`src/c3f_pkg.sv`:
```
`timescale 1ns / 1ps
package c3f_pkg;

  // Widths fixed by the field definitions
  localparam int PIX_W    = 8;
  localparam int ROW_W    = 12;
  localparam int OCOL_W   = 11;
  localparam int COEF_W   = 15;
  localparam int WT_W     = 5;
  localparam int SCALE_W  = 17;
  localparam int LWID_W   = 12;
  localparam int FHGT_W   = 13;
  localparam int SUM_W    = 17;
  localparam int PROD_W   = SUM_W + SCALE_W + 1;
  localparam int CFG_IDX_W  = 3;
  localparam int CFG_DATA_W = 17;

  localparam int MAX_WIDTH_DEF = 2048;
  localparam int MAX_HEIGHT    = 4096;
  localparam int MIN_SIZE      = 3;

  // Front-to-back queue
  localparam int Q_DEPTH = 4;
  localparam int Q_PTR_W = $clog2(Q_DEPTH);
  localparam int Q_LVL_W = $clog2(Q_DEPTH + 1);

  // Register indexes
  localparam logic [CFG_IDX_W-1:0] REG_COEFF_TOP = 3'd0;
  localparam logic [CFG_IDX_W-1:0] REG_COEFF_MID = 3'd1;
  localparam logic [CFG_IDX_W-1:0] REG_COEFF_BOT = 3'd2;
  localparam logic [CFG_IDX_W-1:0] REG_SCALE     = 3'd3;
  localparam logic [CFG_IDX_W-1:0] REG_LINE_W    = 3'd4;
  localparam logic [CFG_IDX_W-1:0] REG_FRAME_H   = 3'd5;

  // Reset values
  localparam logic [COEF_W-1:0]  COEFF_RST   = 15'd1057;
  localparam logic [SCALE_W-1:0] SCALE_RST   = 17'd7282;
  localparam logic [LWID_W-1:0]  LINE_W_RST  = 12'd640;
  localparam logic [FHGT_W-1:0]  FRAME_H_RST = 13'd480;

  // Rounding and clamp
  localparam logic signed [PROD_W-1:0] ROUND_HALF = 35'sd32768;
  localparam int                       FRAC_W     = 16;
  localparam logic [PIX_W-1:0]         PIX_MAX    = 8'd255;

  typedef struct packed {
    logic [PIX_W-1:0] pixel_in;
    logic             frame_start;
  } in_item_t;

  typedef struct packed {
    logic [PIX_W-1:0]  pixel_out;
    logic [ROW_W-1:0]  centre_row;
    logic [OCOL_W-1:0] centre_col;
    logic              frame_last;
  } out_item_t;

  typedef struct packed {
    logic [2:0][COEF_W-1:0] coeff;   // [0] top, [1] mid, [2] bottom
    logic [SCALE_W-1:0]     scale;
    logic [LWID_W-1:0]      line_width;
    logic [FHGT_W-1:0]      frame_height;
  } cfg_t;

  // taps[col][row]: col 0 oldest, row 0 top
  typedef struct packed {
    logic [2:0][2:0][PIX_W-1:0] taps;
    logic [ROW_W-1:0]           centre_row;
    logic [OCOL_W-1:0]          centre_col;
    logic                       frame_last;
  } win_item_t;

endpackage

```
`src/c3f_queue.sv`:
```
`timescale 1ns / 1ps
module c3f_queue (
  input  logic                      clk,
  input  logic                      rst,
  input  logic                      wr_en,
  input  c3f_pkg::win_item_t        wr_data,
  input  logic                      rd_en,
  output c3f_pkg::win_item_t        rd_data,
  output logic [c3f_pkg::Q_LVL_W-1:0] level
);

  c3f_pkg::win_item_t              slots [c3f_pkg::Q_DEPTH];
  logic [c3f_pkg::Q_PTR_W-1:0]     wr_ptr;
  logic [c3f_pkg::Q_PTR_W-1:0]     rd_ptr;

  always_ff @(posedge clk) begin
    if (wr_en) begin
      slots[wr_ptr] <= wr_data;
    end
  end

  always_ff @(posedge clk) begin
    if (rst) begin
      wr_ptr <= '0;
      rd_ptr <= '0;
      level  <= '0;
    end else begin
      if (wr_en) begin
        wr_ptr <= wr_ptr + 1'b1;
      end
      if (rd_en) begin
        rd_ptr <= rd_ptr + 1'b1;
      end
      level <= level + c3f_pkg::Q_LVL_W'(wr_en) - c3f_pkg::Q_LVL_W'(rd_en);
    end
  end

  assign rd_data = slots[rd_ptr];

endmodule

```
`config.mk`:
```
export PLATFORM = sky130hd
export DESIGN_NAME = c3f_queue
export DESIGN_NICKNAME = d
export VERILOG_FILES = /design/src/c3f_pkg.sv /design/src/c3f_queue.sv
export SDC_FILE = /design/constraint.sdc
export NUM_CORES = 1
export LEC_CHECK = 0
export BUFFER_PORTS_ARGS = -buffer_cell sky130_fd_sc_hd__clkbuf_2
export CAP_MARGIN = 30
export CORE_ASPECT_RATIO = 1.4
export CORE_UTILIZATION = 61
export CTS_BUF_LIST = sky130_fd_sc_hd__clkbuf_16
export DETAILED_ROUTE_END_ITERATION = 8
export HOLD_SLACK_MARGIN = 0.08
export PLACE_DENSITY = 0.86
export REMOVE_ABC_BUFFERS = 1
export SYNTH_ARGS = -nofsm -noshare
export SYNTH_HDL_FRONTEND = slang
export SYNTH_SLANG_ARGS = --single-unit
```
`constraint.sdc`:
```
create_clock -name clk -period 7.85 [get_ports clk]
set_input_delay 0.3925 -clock clk [delete_from_list [all_inputs] [get_ports clk]]
set_output_delay 0.3925 -clock clk [all_outputs]
set_load 0.1 [all_outputs]
```
# Word-level counts from Yosys, hierarchy flattened
# Memories as Yosys holds them, arrays and structs flattened. A register that Yosys moved wholly into a read port is not among the register bits.
# Cells that the tools add are included.
word_totals:
  out_inout_bits: 99
  in_bits: 100
  ram_bits: 384
  memories: 1
  register_bits: 7
op_classes:
  mux: 4
  add_sub_neg: 4
memory_table:
  columns: ["name", "words", "width", "rd", "rd_clocked_by_memory_dff", "wr", "line_no", "source"]
  rows:
  - ["slots", 4, 96, 1, 1, 1, "c3f_queue.sv:12", "c3f_pkg::win_item_t slots [c3f_pkg::Q_DEPTH];"]
op_table:
  columns: ["operator", "n"]
  rows:
  - ["2-bit by 1-bit adder with 2-bit output, second input constant", 2]
  - ["2-bit two-way mux", 2]
  - ["3-bit by 1-bit adder with 3-bit output", 1]
  - ["3-bit by 1-bit subtractor with 3-bit output", 1]
  - ["1-bit two-way mux", 2]

# Longest topological paths before layout
# Gate-level depths: netlist (run 1).
logic_depth:
  depth_word: 3
  ltp_mapped: 7
  depth_no_buf: 7

# Least setup slack after synthesis (run 1)
# Ideal clock, no wire load.
synth_path:
  path_kind: "register to register"
  from: "register wr_ptr[0] in the netlist's numbering"
  to: "memory slots[0][0] in the netlist's numbering, enable pin"
  slack_ns: 4.621
  path_stages_with_launch: 4
  arrival_time_ns: 2.764
  t_required_ns: 7.385
  period_less_slack_ns: 3.229
  path_cell_list: "dfxtp_1 inv_1 ha_1 and2_1"
synth_lines:
  columns: ["element", "line_no", "source"]
  rows:
  - ["from (decl)", "c3f_queue.sv:13", "logic [c3f_pkg::Q_PTR_W-1:0] wr_ptr;"]
  - ["from (signal assigned)", "c3f_queue.sv:29", "wr_ptr <= wr_ptr + 1'b1;"]
  - ["to (decl)", "c3f_queue.sv:12", null]
# Straight into the memory's write port.

==> results.yml, run 1 <==
outcome:
  status: "finished, final reports clean"
floorplanning:
  dieArea_um2: 24000
  io-pin-count: 199
  die_y_um: 183
  fp.dieW_um: 131
  initial_core_util_pct: 62.7
  core_area_um2: 22800
  rows: 65
timing:
  fin_tns_setup_ns: 0
  final_hold_viol_count: 0
  fmax_mhz: 274
  max-slew-margin-rel_pct: 41.0
  timing.final.crit_share_pct: 46.5
  skew_ns: 0.00760
  timing.hold.ws_ns: 0.100
  tightest_slew_ns: 0.885
  slew_violations: 0
  rsz0062_at_grt: "false"
  post-route-min-period_ns: 3.65
  setup_violations: 0
route:
  vias: 6487
  viasPerCell: 5.94
  wirelength_um: 27000
  first_iter_violations: 458
  drt-wirelength-per-cell_um: 24.8
  antenna_left: 0
  drc: 0
  drtPass1Iterations: 6
pwr:
  ir_drop_v: 0.000267
  clock_power_share_pct: 31.7
  p_per_area_nw_per_um2: 300
  p_leak_uw: 0.00566
  p_comb_share_pct: 19.0
  p_sw_uw: 1490
  netSwitchingFraction_pct: 29.8
  seqPwrFrac_pct: 49.3
  p_int_uw: 3500
yosys:
  synth_warnings: 0
  ys_seq_area_share_pct: 82.1
  synthTopCellsByArea: "edfxtp_1 81%, mux4_2 15%, dfxtp_1 1.3%"
  synth_area_um2: 14300
  ys_ff_latch: 393
  synth_top_area_share_pct: 80.8
  yosysTopAreaCell: "edfxtp_1"
  synth.avg_cell_area_um2: 26.3
  ys_types: 19
  synthCells: 542
worst_setup_path:
  crit_arrival_ns: 3.26
  path_cells: "buf_4 -> buf_16 -> mux4_2 -> clkbuf_2"
  crit_type: "reg2out"
  path_max_fanout: 43
  worst_ep_required_time_ns: 7.46
  critPathBufInv: 3
  crit_path_start_kind: "flop"
  path_delay_family: "buffers and inverters"
  slowest_stage: "dfxtp_4"
  crit_path_end_kind: "primary output"
  cpPeakStageDelay_ns: 0.91
finish:
  nFillCells: 1290
  drive_gt1_share_pct: 44.5
  fin_nets: 868
  area_growth_pct: 16.7
  final_core_util_pct: 73.1
  final_cells: 1092
clocking:
  holdBufCountCts: 0
  cts_tree: "built"
  h-tree-depth: 2
  post_cts_resized: 0
  cts_setup_buffers: 0
  clock_tree.root_cell: "clkbuf_16"
  clk-insertion-delay-late_ns: 0.50
  cts_sinks: 393
  numCtsBuffers: 34
  clockBufferDepth: 3
  clk_pin_slew_ns: 0.06
global_route:
  grt_usage_pct: 23.2
  grt_max_degree: 59
  grt-ovfl-total: 0
  antenna_found_initial: 4
  grt_pass1_wl_um: 40700
  grt_pass1_vias: 6943
job:
  drv_cap: 0
placed_design:
  gp_congestion: 0.732
  io_buffer_count: 198
  dpl.hpwl_um: 16500
  dp.cells: 1026
worst_hold_path:
  hold_class: "in2reg"
==> metrics by stage <==
step	total power, µW	worst slack, ns	area, µm²
global placement	3420	4.45	15600
CTS	5020	4.07	16600
floorplan	3280	2.44	14100
global route	5130	3.93	16600
finish	4990	4.20	16600
detailed placement	3450	4.61	15600
==> power by group through the flow <==
stage	logic, µW	clock network, µW	registers, µW
after floorplan	737	0	2540
after global placement	928	0	2490
after detailed placement	948	0	2500
after CTS	953	1610	2460
after global routing	974	1690	2470
final	945	1580	2460
==> final cells by class <==
cell class,count,area (µm²),share of cell area (%)
Multi-Input combinational cell,121,2400,14.4
Clock buffer,34,851,5.11
Sequential cell,393,11700,70.4
Timing Repair Buffer,205,1060,6.39
Tap cell,301,377,2.26
Clock inverter,28,209,1.26
Antenna cell,4,10.0,0.0601
Inverter,6,22.5,0.135
==> Yosys cell counts <==
cell,instances
edfxtp_1,384
mux2i_1,1
dfxtp_1,9
a21bo_2,1
buf_12,1
nand3b_1,1
nor2b_1,2
nor2_1,5
mux4_2,96
xor3_1,1
buf_2,11
and2_1,4
buf_6,5
fa_1,1
xnor2_1,2
clkbuf_1,5
inv_1,6
ha_1,6
a21oi_1,1
==> kinds of logic after synthesis <==
kind of cell	count (synthesis)	share of synthesized area, %
buffers and inverters	28	1.21
adders and majority gates	7	0.666
and+or+nand+nor	12	0.447
muxes	97	15.2
DFF	393	82.1
xor gates and xnor gates	3	0.289
AOI/OAI and AO/OA	2	0.105
==> flip-flops by register name, summed over array words and instances (netlist names), named ones only <==
| name | flops |
|---|---|
| slots | 384 |
| wr_ptr | 2 |
| rd_ptr | 2 |
| level | 3 |
==> layout by cell type, fill, tap and decap left out, drive strengths merged, types with 3 or more instances in the layout <==
cell,Yosys,routed
edfxtp,384,384
clkbuf,5,232
mux4,96,96
clkinv,0,18
inv,6,13
dfxtp,9,9
buf,17,7
ha,6,6
nor2,5,5
diode,0,4
and2,4,4
bufinv,0,3
==> final timing paths <==
path	startpoint	to	slack, ns	depth (start not counted)
max	flop	rd_data[67]	4.20	4
max reg2reg	wr_ptr[0]	slots[0][48]	5.48	4
min reg2reg	rd_ptr[0]	flop	0.54	2
min	wr_data[90]	slots[0][90]	0.10	1
==> per-layer routing <==
metal  up-vias  wire length [µm]  global-route usage, %
met2       256             15400                   42.2
met1      3405              9510                   27.9
met3        51              1400                   3.76
li1       2775                 -                      -
met4         0               769                   8.93
met5         -                 0                      0
Power figures use the tool's default switching activity.
==> run 2: changes to the inputs <==
Settings changed: CORE_UTILIZATION 61 to 57, PLACE_DENSITY 0.86 to 0.81.
Clock period 7.85 ns to 3.65 ns, I/O delays scaled along.
==> run 2 against run 1 <==
Routed wire length rose by 3.0%. Design area is 7.3% higher. Total power grew 120%. Sequential share of layout area down 4.8 points. Final cell count grew 10%. Largest power group unchanged. Critical path type unchanged.
==> results.yml, run 2 (synthesized netlist as in run 1, its figures left out) <==
outcome:
  status: "finished, final reports clean"
pwr:
  p_comb_share_pct: 19.2
  p_sw_uw: 3270
  clock_power_share_pct: 33.8
  netSwitchingFraction_pct: 29.2
  seqPwrFrac_pct: 47.0
  p_leak_uw: 0.00619
  p_int_uw: 7950
  ir_drop_v: 0.000618
  p_per_area_nw_per_um2: 628
finish:
  final_common_cell: "edfxtp_1"
  area_growth_pct: 25.2
  largest_reg_flops: 384
  mostFrequentLayoutCells: "384 x edfxtp_1, 198 x clkbuf_2, 99 x dlygate4sd3_1, 96 x mux4_2, 37 x clkbuf_16"
  fin_nets: 970
  final_cells: 1206
  top_regs: "slots x384, level x3"
  drive_gt1_share_pct: 40.5
  largest_register: "slots"
clocking:
  clk_pin_slew_ns: 0.06
  clk-insertion-delay-late_ns: 0.51
  cts_setup_buffers: 0
  clock_tree.root_cell: "clkbuf_16"
  cts_sinks: 393
  cts_tree: "built"
  h-tree-depth: 2
  numCtsBuffers: 36
  clockBufferDepth: 3
global_route:
  grt_pass1_wl_um: 41900
  grt_max_degree: 97
  grt_usage_pct: 22.4
  grt-ovfl-total: 0
  antenna_found_initial: 3
  grt_pass1_vias: 7472
route:
  first_iter_violations: 422
  drtPass1Iterations: 4
  wirelength_um: 27800
  viasPerCell: 5.65
  drt-wirelength-per-cell_um: 23.1
  vias: 6814
  drc: 0
  antenna_left: 0
worst_setup_path:
  critPathBufInv: 2
  worst_ep_required_time_ns: 3.47
  crit_type: "reg2out"
  path_cells: "buf_4 -> mux4_2 -> clkbuf_2"
  slowest_stage: "dfxtp_4"
  path_delay_family: "buffers and inverters"
  crit_arrival_ns: 2.49
  crit_path_start_kind: "flop"
  crit_path_end_kind: "primary output"
  cpPeakStageDelay_ns: 0.62
  path_max_fanout: 20
placed_design:
  io_buffer_count: 198
  dp.cells: 1041
  dpl.hpwl_um: 15600
  gp_congestion: 0.712
timing:
  post-route-min-period_ns: 2.67
  tightest_slew_ns: 0.848
  fmax_mhz: 375
  skew_ns: 0.0150
  timing.final.crit_share_pct: 73.1
  max-slew-margin-rel_pct: 43.5
  final_hold_viol_count: 0
  rsz0062_at_grt: "false"
  slew_violations: 0
  fin_tns_setup_ns: 0
  setup_violations: 0
floorplanning:
  dieArea_um2: 25700
  io-pin-count: 199
  initial_core_util_pct: 58.0
  rows: 68
  core_area_um2: 24600
  fp.dieW_um: 136
  die_y_um: 189
job:
  drv_cap: 0
worst_hold_path:
  hold_class: "in2reg"
[run 2: cell count changes in the layout (fill, tap and decap cells not counted), sizes merged]
cell | previous run | this run
bufinv | 3 | 6
dlygate4sd3 | 0 | 99
buf | 7 | 8
diode | 4 | 3
clkbuf | 232 | 235
clkinv | 18 | 9
inv | 13 | 17
[run 2: repair_timing]
item                      CTS  global route
hold endpoints to repair  393             0
hold buffers               99             0
gates resized for setup     0             0
[run 2: worst paths after layout]
check / startpoint / depth (start not counted) / end / slack [ns]
max: flop / 3 / rd_data[85] / 0.98
min reg2reg: rd_ptr[1] / 2 / flop / 0.55
min: wr_data[62] / 2 / slots[3][62] / 0.43
max reg2reg: wr_ptr[0] / 4 / slots[0][0] / 1.64
[run 2: routing by layer]
layer	GRT usage (%)	share of wire (%)	wire length, µm
met5	0	0	0
met4	7.04	1.8	497
met3	3.99	5.0	1390
met2	39.8	56	15600
met1	27.7	37	10300
[run 2: area by class of cell]
class	instances	area [µm²]
Antenna cell	3	7.51
Clock buffer	37	926
Clock inverter	26	273
Fill cell	1360	6720
Inverter	6	22.5
Multi-Input combinational cell	121	2400
Sequential cell	393	11700
Tap cell	315	394
Timing Repair Buffer	305	2130
[run 2: power by group through the flow]
stage | Sequential [µW] | Combinational [µW] | Clock [µW]
after floorplan | 5470 | 1580 | 0
after global placement | 5340 | 2050 | 0
after detailed placement | 5370 | 2080 | 0
after CTS | 5270 | 2170 | 3840
after global routing | 5290 | 2220 | 4020
final | 5270 | 2150 | 3800
[run 2: per-stage QoR]
stage	hold WS, ns	power (µW)	worst slack [ns]	area, µm²	util (%)
after floorplan	0.254	7050	-1.55	14100	-
after global placement	0.395	7390	1.47	15700	63.7
after detailed placement	0.405	7440	1.45	15700	63.7
after CTS	0.426	11300	0.906	17900	72.6
after global routing	0.415	11500	0.820	17900	72.7
final	0.433	11200	0.981	17900	72.7
[run 2: worst register-to-register path: stages, from the launching register on]
cell and delay (ns):
dfxtp_1 0.35, inv_1 0.10, ha_1 0.15, and2_4 0.69
buf_12 0.37
